--- config.mk ---
export PLATFORM = sky130hd
export DESIGN_NAME = log_any_base_by_squaring_unit
export DESIGN_NICKNAME = d
export VERILOG_FILES = /design/src/rtl/lab_pkg.sv /design/src/rtl/lab_div.sv /design/src/rtl/lab_mul.sv /design/src/rtl/log_any_base_by_squaring_unit.sv
export SDC_FILE = /design/constraint.sdc
export NUM_CORES = 2
export LEC_CHECK = 0
export BUFFER_PORTS_ARGS = -buffer_cell sky130_fd_sc_hd__clkbuf_2
export CORE_MARGIN = 4
export CORE_UTILIZATION = 30
export CTS_CLUSTER_DIAMETER = 100
export CTS_CLUSTER_SIZE = 14
export DETAILED_ROUTE_END_ITERATION = 8
export PLACE_DENSITY = 0.54
export SETUP_SLACK_MARGIN = 0.2
export SYNTH_ARGS = -nofsm -noshare
export SYNTH_HDL_FRONTEND = slang
export SYNTH_SLANG_ARGS = --single-unit
--- constraint.sdc ---
create_clock -name i_clk -period 14 [get_ports i_clk]
set_clock_uncertainty 0.2 [all_clocks]
set_input_delay 3.5 -clock i_clk [delete_from_list [all_inputs] [get_ports i_clk]]
set_output_delay 3.5 -clock i_clk [all_outputs]
set_load 0.1 [all_outputs]
--- src/rtl/lab_pkg.sv ---
// ----------------------------------------------------------------------------
// lab_pkg: shared types and constants for the logarithm-by-squaring unit
// Fixed-point widths, sequencer states, unit request struct, digit table.
// ----------------------------------------------------------------------------
`default_nettype none

package lab_pkg;

    localparam int unsigned IN_FRAC   = 16;            // operand / base fraction bits
    localparam int unsigned RES_FRAC  = 24;            // result fraction bits
    localparam int unsigned Z_FRAC    = 2 * IN_FRAC;   // working value fraction bits
    localparam int unsigned ZW        = 64;            // working value width
    localparam int unsigned BW        = 32;            // base width
    localparam int unsigned YW        = 34;            // accumulator width
    localparam int unsigned NUMW      = ZW + IN_FRAC;  // dividend width
    localparam int unsigned PW        = 2 * ZW;        // full product width

    // status codes
    localparam logic [1:0] ST_OK      = 2'd0;
    localparam logic [1:0] ST_ZERO    = 2'd1;
    localparam logic [1:0] ST_BASE    = 2'd2;
    localparam logic [1:0] ST_SAT     = 2'd3;

    // configuration register indexes
    localparam logic CFG_LOG_BASE  = 1'b0;
    localparam logic CFG_PRECISION = 1'b1;

    localparam logic [BW-1:0] BASE_RESET = 32'd178145;
    localparam logic [3:0]    PREC_RESET = 4'd8;

    typedef enum logic [3:0] {
        S_IDLE,
        S_DCHK,
        S_DIV,
        S_MCHK,
        S_MUL,
        S_KCHK,
        S_SQR,
        S_DONE
    } t_state;

    // request to the shared arithmetic units
    typedef struct packed {
        logic div_start;
        logic mul_start;
        logic mul_square;
    } t_unit_req;

    // number of squarings for a digit count, capped at the result fraction
    function automatic logic [4:0] squarings(input logic [3:0] digits);
        logic [4:0] k;
        begin
            case (digits)
                4'd0:    k = 5'd1;
                4'd1:    k = 5'd4;
                4'd2:    k = 5'd7;
                4'd3:    k = 5'd10;
                4'd4:    k = 5'd14;
                4'd5:    k = 5'd17;
                4'd6:    k = 5'd20;
                default: k = 5'd24;
            endcase
            if (k > 5'(RES_FRAC)) k = 5'(RES_FRAC);
            return k;
        end
    endfunction

endpackage

`default_nettype wire

--- src/rtl/lab_div.sv ---
// ----------------------------------------------------------------------------
// lab_div: restoring divider, one quotient bit per cycle
// Computes floor((z << 16) / base).
// ----------------------------------------------------------------------------
`default_nettype none

module lab_div (
    input  wire                     i_clk,
    input  wire                     i_rst_n,
    input  lab_pkg::t_unit_req      i_req,
    input  wire [lab_pkg::ZW-1:0]   i_z,
    input  wire [lab_pkg::BW-1:0]   i_base,
    output logic                    o_done,
    output logic [lab_pkg::ZW-1:0]  o_quo
);
    import lab_pkg::*;

    logic [NUMW-1:0] r_num;
    logic [BW:0]     r_rem;
    logic [ZW-1:0]   r_quo;
    logic [BW-1:0]   r_base;
    logic [6:0]      r_cnt;
    logic            r_busy;
    logic            r_done;
    logic [BW:0]     shifted;
    logic [BW:0]     trial;
    logic            qbit;

    // trial subtract for this bit
    always_comb begin
        shifted = {r_rem[BW-1:0], r_num[NUMW-1]};
        trial   = shifted - {1'b0, r_base};
        qbit    = (shifted >= {1'b0, r_base});
    end

    // control: start, count bits, flag completion
    always_ff @(posedge i_clk) begin
        if (!i_rst_n) begin
            r_busy <= 1'b0;
            r_done <= 1'b0;
            r_cnt  <= '0;
        end else begin
            r_done <= 1'b0;
            if (i_req.div_start) begin
                r_busy <= 1'b1;
                r_cnt  <= '0;
            end else if (r_busy) begin
                r_cnt <= r_cnt + 7'd1;
                if (r_cnt == 7'(NUMW - 1)) begin
                    r_busy <= 1'b0;
                    r_done <= 1'b1;
                end
            end
        end
    end

    // datapath: shift in dividend bits, build quotient
    always_ff @(posedge i_clk) begin
        if (i_req.div_start) begin
            r_num  <= {i_z, {IN_FRAC{1'b0}}};
            r_rem  <= '0;
            r_quo  <= '0;
            r_base <= i_base;
        end else if (r_busy) begin
            r_num <= {r_num[NUMW-2:0], 1'b0};
            r_rem <= qbit ? trial : shifted;
            r_quo <= {r_quo[ZW-2:0], qbit};
        end
    end

    assign o_done = r_done;
    assign o_quo  = r_quo;

endmodule

`default_nettype wire

--- src/rtl/lab_mul.sv ---
// ----------------------------------------------------------------------------
// lab_mul: 64 x 64 multiplier from one shared 32 x 32 multiplier
// Four partial products, registered, accumulated into a 128-bit sum.
// ----------------------------------------------------------------------------
`default_nettype none

module lab_mul (
    input  wire                     i_clk,
    input  wire                     i_rst_n,
    input  lab_pkg::t_unit_req      i_req,
    input  wire [lab_pkg::ZW-1:0]   i_z,
    input  wire [lab_pkg::BW-1:0]   i_base,
    output logic                    o_done,
    output logic [lab_pkg::PW-1:0]  o_prod
);
    import lab_pkg::*;

    logic [ZW-1:0] r_a;
    logic [ZW-1:0] r_b;
    logic [ZW-1:0] r_pp;
    logic [1:0]    r_pp_sh;
    logic [PW-1:0] r_acc;
    logic [2:0]    r_cnt;
    logic          r_busy;
    logic          r_done;
    logic [31:0]   op_a;
    logic [31:0]   op_b;
    logic [PW-1:0] pp_aligned;

    // pick the halves for this partial product and align the previous one
    always_comb begin
        op_a = r_cnt[0] ? r_a[ZW-1:32] : r_a[31:0];
        op_b = r_cnt[1] ? r_b[ZW-1:32] : r_b[31:0];
        case (r_pp_sh)
            2'd0:    pp_aligned = {64'd0, r_pp};
            2'd1:    pp_aligned = {32'd0, r_pp, 32'd0};
            default: pp_aligned = {r_pp, 64'd0};
        endcase
    end

    // control: step through partial products
    always_ff @(posedge i_clk) begin
        if (!i_rst_n) begin
            r_busy <= 1'b0;
            r_done <= 1'b0;
            r_cnt  <= '0;
        end else begin
            r_done <= 1'b0;
            if (i_req.mul_start) begin
                r_busy <= 1'b1;
                r_cnt  <= '0;
            end else if (r_busy) begin
                r_cnt <= r_cnt + 3'd1;
                if (r_cnt == 3'd4) begin
                    r_busy <= 1'b0;
                    r_done <= 1'b1;
                end
            end
        end
    end

    // datapath: multiply, then accumulate on the following cycle
    always_ff @(posedge i_clk) begin
        if (i_req.mul_start) begin
            r_a   <= i_z;
            r_b   <= i_req.mul_square ? i_z : {32'd0, i_base};
            r_acc <= '0;
        end else if (r_busy) begin
            if (r_cnt != 3'd4) begin
                r_pp    <= op_a * op_b;
                r_pp_sh <= 2'(r_cnt[0]) + 2'(r_cnt[1]);
            end
            if (r_cnt != 3'd0) r_acc <= r_acc + pp_aligned;
        end
    end

    assign o_done = r_done;
    assign o_prod = r_acc;

endmodule

`default_nettype wire

--- src/rtl/log_any_base_by_squaring_unit.sv ---
// Sequence: a zero operand or bad base goes straight to the result; otherwise
//   divisions by the base, multiplications by the base and squarings
//   (up to 24 squarings), all on shared iterative units.
// Throughput: one item at a time; the next item is taken once the result is
//   registered for output. Divider bit loop dominates large operands.
// Reset: synchronous, active low; config registers return to base e and 8 digits.
// ----------------------------------------------------------------------------
// log_any_base_by_squaring_unit: logarithm to a configurable base
// Digit-by-digit squaring method on a Q32.32 working value, Q8.24 result.
// ----------------------------------------------------------------------------
`default_nettype none

module log_any_base_by_squaring_unit (
    input  wire                     i_clk,
    input  wire                     i_rst_n,
    input  wire                     i_in_valid,
    output logic                    o_in_stall,
    input  wire [31:0]              i_operand,
    output logic                    o_out_valid,
    input  wire                     i_out_stall,
    output logic signed [31:0]      o_log_value,
    output logic [1:0]              o_status,
    input  wire                     i_cfg_wr_en,
    input  wire                     i_cfg_index,
    input  wire [31:0]              i_cfg_wr_data
);
    import lab_pkg::*;

    localparam logic [ZW-1:0]     ONE   = ZW'(1) << Z_FRAC;
    localparam logic signed [YW-1:0] Y_MAX = YW'(32'sh7FFF_FFFF);
    localparam logic signed [YW-1:0] Y_MIN = -(YW'(1) << 31);

    t_state          r_state, n_state;
    logic [BW-1:0]   r_log_base;
    logic [3:0]      r_prec;
    logic [ZW-1:0]   r_z, n_z;
    logic signed [YW-1:0] r_y, n_y;
    logic [4:0]      r_k, n_k;
    logic [4:0]      r_kmax, n_kmax;
    logic [1:0]      r_st, n_st;
    logic            r_out_valid;
    logic signed [31:0] r_out_log;
    logic [1:0]      r_out_st;
    t_unit_req       req;
    logic            div_done, mul_done;
    logic [ZW-1:0]   quo;
    logic [PW-1:0]   prod;
    logic            in_acc, out_free;
    logic signed [YW-1:0] w, y_up, y_dn;
    logic [ZW-1:0]   limit, nz_mul;

    lab_div u_div (
        .i_clk(i_clk), .i_rst_n(i_rst_n), .i_req(req), .i_z(r_z),
        .i_base(r_log_base), .o_done(div_done), .o_quo(quo)
    );

    lab_mul u_mul (
        .i_clk(i_clk), .i_rst_n(i_rst_n), .i_req(req), .i_z(r_z),
        .i_base(r_log_base), .o_done(mul_done), .o_prod(prod)
    );

    assign in_acc   = i_in_valid && !o_in_stall;
    assign out_free = !r_out_valid || !i_out_stall;

    // configuration writes
    always_ff @(posedge i_clk) begin
        if (!i_rst_n) begin
            r_log_base <= BASE_RESET;
            r_prec     <= PREC_RESET;
        end else if (i_cfg_wr_en) begin
            unique case (i_cfg_index)
                CFG_LOG_BASE:  r_log_base <= i_cfg_wr_data;
                CFG_PRECISION: r_prec     <= i_cfg_wr_data[3:0];
                default:       r_prec     <= r_prec;
            endcase
        end
    end

    // sequencer state
    always_ff @(posedge i_clk) begin
        if (!i_rst_n) begin
            r_state <= S_IDLE;
        end else begin
            r_state <= n_state;
        end
    end

    // working registers
    always_ff @(posedge i_clk) begin
        r_z    <= n_z;
        r_y    <= n_y;
        r_k    <= n_k;
        r_kmax <= n_kmax;
        r_st   <= n_st;
    end

    // output beat register
    always_ff @(posedge i_clk) begin
        if (!i_rst_n) begin
            r_out_valid <= 1'b0;
        end else if (r_state == S_DONE && out_free) begin
            r_out_valid <= 1'b1;
        end else if (!i_out_stall) begin
            r_out_valid <= 1'b0;
        end
    end

    always_ff @(posedge i_clk) begin
        if (r_state == S_DONE && out_free) begin
            r_out_log <= r_y[31:0];
            r_out_st  <= r_st;
        end
    end

    // digit weight and candidate sums
    always_comb begin
        w      = YW'(1) << (5'(RES_FRAC) - r_k);
        y_up   = r_y + w;
        y_dn   = r_y - w;
        limit  = {{(ZW-BW-IN_FRAC){1'b0}}, r_log_base, {IN_FRAC{1'b0}}};
        nz_mul = prod[ZW+IN_FRAC-1:IN_FRAC];
    end

    // next state and unit requests
    always_comb begin
        n_state = r_state;
        n_z     = r_z;
        n_y     = r_y;
        n_k     = r_k;
        n_kmax  = r_kmax;
        n_st    = r_st;
        req     = '0;
        unique case (r_state)
            S_IDLE: begin
                if (in_acc) begin
                    n_y    = '0;
                    n_k    = '0;
                    n_z    = {{(ZW-32-IN_FRAC){1'b0}}, i_operand, {IN_FRAC{1'b0}}};
                    n_kmax = squarings((r_prec > 4'd9) ? 4'd9 : r_prec);
                    if (i_operand == 32'd0) begin
                        n_st    = ST_ZERO;
                        n_state = S_DONE;
                    end else if (r_log_base <= (BW'(1) << IN_FRAC)) begin
                        n_st    = ST_BASE;
                        n_state = S_DONE;
                    end else begin
                        n_st    = ST_OK;
                        n_state = S_DCHK;
                    end
                end
            end
            S_DCHK: begin
                if (r_z >= limit) begin
                    req.div_start = 1'b1;
                    n_state       = S_DIV;
                end else begin
                    n_state = S_MCHK;
                end
            end
            S_DIV: begin
                if (div_done) begin
                    n_z = quo;
                    if (y_up > Y_MAX) begin
                        n_y     = Y_MAX;
                        n_st    = ST_SAT;
                        n_state = S_DONE;
                    end else begin
                        n_y     = y_up;
                        n_state = S_DCHK;
                    end
                end
            end
            S_MCHK: begin
                if (r_z <= ONE) begin
                    req.mul_start = 1'b1;
                    n_state       = S_MUL;
                end else begin
                    n_state = S_KCHK;
                end
            end
            S_MUL: begin
                if (mul_done) begin
                    if (nz_mul > ONE) begin
                        n_state = S_KCHK;
                    end else if (nz_mul == r_z || y_dn < Y_MIN) begin
                        n_y     = Y_MIN;
                        n_st    = ST_SAT;
                        n_state = S_DONE;
                    end else begin
                        n_y     = y_dn;
                        n_z     = nz_mul;
                        n_state = S_MCHK;
                    end
                end
            end
            S_KCHK: begin
                if (r_k >= r_kmax) begin
                    n_state = S_DONE;
                end else begin
                    req.mul_start  = 1'b1;
                    req.mul_square = 1'b1;
                    n_state        = S_SQR;
                end
            end
            S_SQR: begin
                if (mul_done) begin
                    n_z     = prod[ZW+Z_FRAC-1:Z_FRAC];
                    n_k     = r_k + 5'd1;
                    n_state = S_DCHK;
                end
            end
            S_DONE: begin
                if (out_free) n_state = S_IDLE;
            end
            default: n_state = S_IDLE;
        endcase
    end

    assign o_in_stall  = (r_state != S_IDLE);
    assign o_out_valid = r_out_valid;
    assign o_log_value = r_out_log;
    assign o_status    = r_out_st;

endmodule

`default_nettype wire

; ---- Word-level counts from Yosys, hierarchy flattened
; Index checks and enable logic that the tools add are counted.
[word_totals]
ff_bits = 713
in_bits = 70
output_inout_bits = 36
wordCells = 179
[classes]
add_sub_neg = 9
mul = 1
n_lt_le_gt_ge = 10
n_eq_ne = 28
shift = 1
mux = 67
bitwise_logic = 5
n_reduce_logical = 31
[ops]
columns = operator, n
row1 = two-way mux 64 bit, 6
row2 = one-hot mux 128 bit (2 select lines), 1
row3 = one-hot mux 64 bit (4 select lines), 1
row4 = two-way mux 34 bit, 6
row5 = two-way mux 80 bit, 2
row6 = adder 128 bit, 1
row7 = two-way mux 32 bit, 4
row8 = one-hot mux 34 bit (3 select lines), 1
row9 = equality test 64 bit, 1
row10 = greater-or-equal comparator 64 x 48 -> 1 bit, 1
row11 = > comparator 64 x 33 -> 1 bit (second input constant), 1
row12 = <= comparator 64 x 33 -> 1 bit (second input constant), 1
row13 = multiplier 32 x 32 -> 64 bit, 1
row14 = one-hot mux 5 bit (7 select lines), 1
row15 = adder 34 bit, 1
row16 = > comparator 34 x 32 -> 1 bit (second input constant), 1
row17 = less-than comparator 34 x 32 -> 1 bit (second input constant), 1
row18 = << shifter 1 x 5 -> 34 bit (first input constant), 1
row19 = subtractor 34 bit, 1
row20 = greater-or-equal comparator 33 x 32 -> 1 bit, 1
row21 = <= comparator 32 x 17 -> 1 bit (second input constant), 1
row22 = zero test 32 bit, 1
row23 = one-hot mux 4 bit (8 select lines), 1
row24 = subtractor 32 bit, 1
row25 = 40 further kinds, 114

; ---- Longest topological paths before layout
[depth]
depth_word = 9
mapped_depth = 34
ltp_nobuf = 30

; ---- By module
; Synthesis repeated with hierarchy kept, for this count alone.
[unflattened]
cells_unflattened = 8811
area_unflattened_um2 = 78585.4
[by_module_without_submodules]
columns = module, n_inst, cells_each, area_each_um2, seq_area_each_um2
row1 = lab_mul, 1, 6155, 53941.7, 8488.1
row2 = log_any_base_by_squaring_unit, 1, 1764, 14934.3, 5124.9
row3 = lab_div, 1, 892, 9709.3, 4984.8

; ---- Worst setup path after synthesis
; No wires, ideal clock.
[synth_timing]
path_kind = flip-flop to flip-flop
start = register r_k[0]
end = register u_mul.r_pp[0], enable pin
setup_ps = 994
arrival_time_ps = 9798
required_time_ps = 12806
slack_ps = 3008
path_stages_with_launch = 15
n_path_buf = 2
synth_period_minus_slack_ps = 10992
cell_sequence = edfxtp_1 > inv_1 > ha_1 > nand2b_1 > a21o_1 > a21oi_1 > nor2b_1 > o21ai_0 > nand2_1 > o21ai_0 > nand2_1 > clkinv_1 > clkbuf_1 > clkbuf_1 > nor2_1
[synth_rtl]
columns = element, line
row1 = "start, declared", log_any_base_by_squaring_unit.sv:38  ; logic [4:0] r_k, n_k;
row2 = "start signal, assigned", log_any_base_by_squaring_unit.sv:92  ; r_k <= n_k;
row3 = "end signal, assigned", lab_mul.sv:70  ; r_pp <= op_a * op_b;
row4 = "end, declared", lab_mul.sv:20  ; logic [ZW-1:0] r_pp;

; ---- Final worst setup path
[layout_timing]
start = register u_mul.r_cnt[1]
end = register u_mul.r_pp[59] (data pin)
[layout_via]
elab_chain_cells = 2
[layout_lines]
columns = element, line
row1 = "start, declared", lab_mul.sv:23  ; logic [2:0] r_cnt;
row2 = "start signal, assigned", lab_mul.sv:53  ; r_cnt <= r_cnt + 3'd1;
row3 = two-way mux 32 bit, lab_mul.sv:33  ; op_b = r_cnt[1] ? r_b[ZW-1:32] : r_b[31:0];
row4 = multiplier 32 x 32 -> 64 bit, lab_mul.sv:70
; No other way between the ends.
; A chain may end at the register's enable or synchronous reset.

==> impl_metrics.ini <==
[sta]
worstMarginPinSlew_ns = 1.29
slew_violations = 0
relSlewSlack = 0.137
setup_viol = 0
fin_crit_ns = 10.24
rsz0062_at_grt = no
finalHoldViolCount = 0
setup_tns_ns = 0
fin_crit_sh = 0.731
fmax_ghz = 0.0977
setup_slack_ns = 3.76

[synthesis]
synth-simple-area-share = 0.148
synthArstFlopShare = 0
netlist_area_um2 = 73900
synthAdderAreaFrac = 0.329
synth_seq_cells = 680
syn_avg_cell_area_um2 = 9.07
synth_edf_count = 434
synth_warnings = 0
synth_cells = 8146
synth.distinct_cells = 85
synth-xor-area-share = 0.0275
synth_top_family_by_area = adder cells
ys.flop_type = edfxtp_1
yosysSeqAreaShare = 0.243
syn_nets = 9616
synth_compound_area_frac = 0.122
muxShareOfSynthArea = 0.0525

[placement]
gp_congestion = 0.973
portBuffers = 105
place_ws_ns = 3.83
hpwl_mm = 213

[worst_setup_path]
r2r_start = u_mul.r_cnt[1]$_SDFFE_PP0P_
r2r_end = u_mul.r_pp[59]$_DFFE_PP_
slowest_delay_ns = 0.85
cp_max_fo = 37
rr_worst_depth = 29
start_kind = flip-flop
ff2ff_setup_slack_ns = 3.76
critPathSlowestCell = dfxtp_4
crit_type = flip-flop to flip-flop
cpMostUsedCell = fa_1
crit_path_start = u_mul.r_cnt[1]$_SDFFE_PP0P_
cp-end-kind = flip-flop
crit_arrival_ns = 10.49
critPathRequiredTime_ns = 14.25

[detailed_routing]
drt_first_pass_iters = 6
routedWlPerCell_um = 24.8
first_iter_violations = 6216
vias = 60592
ant_nets = 0
via_per_inst = 5.37
routed_wl_mm = 280
drc = 0

[floorplanning]
core_um2 = 244000
die_y_um = 504
die_area_um2 = 254000
io_pins = 106
die_w_um = 504
initial_core_util = 0.303
num_rows = 181

[clock_tree]
path_clk_slew_ns = 0.07
cts_sinks = 680
cts_resized = 0
clkLatencyLatePin_ns = 0.70
h-tree-depth = 2
ctsRootBufferMaster = clkbuf_16
postCtsHoldBufs = 0
postCtsSetupRepairBufs = 0
clock_path_buffers = 3
cts_buffers = 55
cts_tree = done

[cells_and_area]
area_growth_pct = 8.09
n_fill_cell = 25390
final_cell_mix = inv_1 (1,126), nor2_1 (976), nand2_1 (900), fa_1 (900), ha_1 (500)
fin_util = 0.327
drive_gt1_frac = 0.0700
nNetsFinal = 9493
final_common_cell = inv_1

[global_routing]
grt_pass1_wl_mm = 415
grt_pass1_vias = 60968
met2_usage = 0.338
grtUsageMet3 = 0.0365
track_usage = 0.216
grt_max_degree = 194
use_met1 = 0.305
grt.overflow.total = 0
grt_busiest_layer = met2
antenna_found_initial = 25

[power]
power_leakage_nw = 35.3
powerDensity_nw_per_um2 = 230
irDropWorstVdd_mv = 0.476

[outcome]
status = finished, final reports clean

[job]
cap_violations = 0

[min_path]
hold_path_depth = 0
holdCritPathClass = flip-flop to flip-flop
min_from = r_st[1]$_SDFFCE_PP1P_
hold_end = o_status[1]$_DFFE_PP_
==> area by class of cell <==
cell class	count	area (µm²)	share of cell area
flip-flops and latches	680	18000	0.225
clock buffers	98	1550	0.0194
inverters	1128	4240	0.0531
clock inverters	6	92.6	0.00116
diodes	5	12.5	0.000157
well taps	3202	4010	0.0502
multi-input cells	5923	50500	0.632
repair buffers	235	1530	0.0191
==> where the power goes <==
part / internal [W] / switching (W)
clock network: 0.000754 / 0.000818
logic: 0.00485 / 0.00842
registers: 0.00302 / 0.000494
total: 0.00862 / 0.00973
==> worst max-delay path by stage <==
stage / end / slack [ns] / cells past startpoint
after global routing: u_mul.r_pp[62]$_DFFE_PP_ / 3.34 / 26
after global placement: u_mul.r_pp[59]$_DFFE_PP_ / 3.80 / 29
after detailed placement: u_mul.r_pp[59]$_DFFE_PP_ / 3.83 / 29
after floorplan: u_mul.r_pp[0]$_DFFE_PP_ / 3.01 / 14
final: u_mul.r_pp[59]$_DFFE_PP_ / 3.76 / 29
after CTS: u_mul.r_pp[59]$_DFFE_PP_ / 3.84 / 29
==> state kept, by name, summed over array words and instances (netlist names), 34 cells and up <==
signal and count:
u_div.r_num 64, u_mul.r_a 64, u_mul.r_b 64, r_z 64, u_div.o_quo 64, u_mul.r_pp 64
u_mul.o_prod 96, r_y 34
==> stage by stage <==
step / total power (W) / std cells / hold WS, ns / instance area (µm²)
4_1_cts: 0.0182 / 11272 / 0.247 / 79800
5_1_grt: 0.0198 / 11273 / 0.257 / 79800
2_1_floorplan: 0.0120 / 8146 / 0.200 / 73900
3_5_place_dp: 0.0164 / 11168 / 0.213 / 78200
3_3_place_gp: 0.0166 / 11168 / 0.232 / 78200
6_report: 0.0183 / 11277 / 0.239 / 79800
==> layer usage <==
metal  share of wire  wire, µm  vias to the layer above
li1                -         -                    26653
met1            0.43    121000                    30820
met2            0.44    124000                     2676
met3           0.088     24700                      443
met4           0.037     10400                        0
met5               0         0                        -
==> Yosys cell counts (all sizes together), types with 157 or more instances <==
master,instances,area (µm²)
nor2,984,3700
mux2,157,1770
ha,500,6260
a21oi,458,2290
inv,1126,4230
clkbuf,378,1420
nand2,901,3380
a21o,168,1260
mux2i,211,2110
o21ai,286,1430
dfxtp,246,4920
edfxtp,434,13000
fa,900,18000
==> cell families (layout without fill, tap and decap cells) <==
logic type | count (synthesis) | after routing
fa+ha+maj | 1400 | 1400
mux | 368 | 368
compound gates | 1401 | 1401
xor+xnor | 232 | 232
other cells | 0 | 5
flops | 680 | 680
simple gates | 2522 | 2522
buf+inv | 1543 | 1467
==> worst max-delay path: cells and delay by family (launching register included) <==
family	cells	cell delay (ns)
flip-flops	1	0.85
buffers and inverters	7	1.33
AND/OR/NAND/NOR	2	0.44
multiplexers	1	0.25
adder cells (fa/ha/maj)	9	4.57
XOR/XNOR	1	0.08
AO/OA/AOI/OAI	9	2.17
No activity file was read; power rests on OpenSTA's default activity.
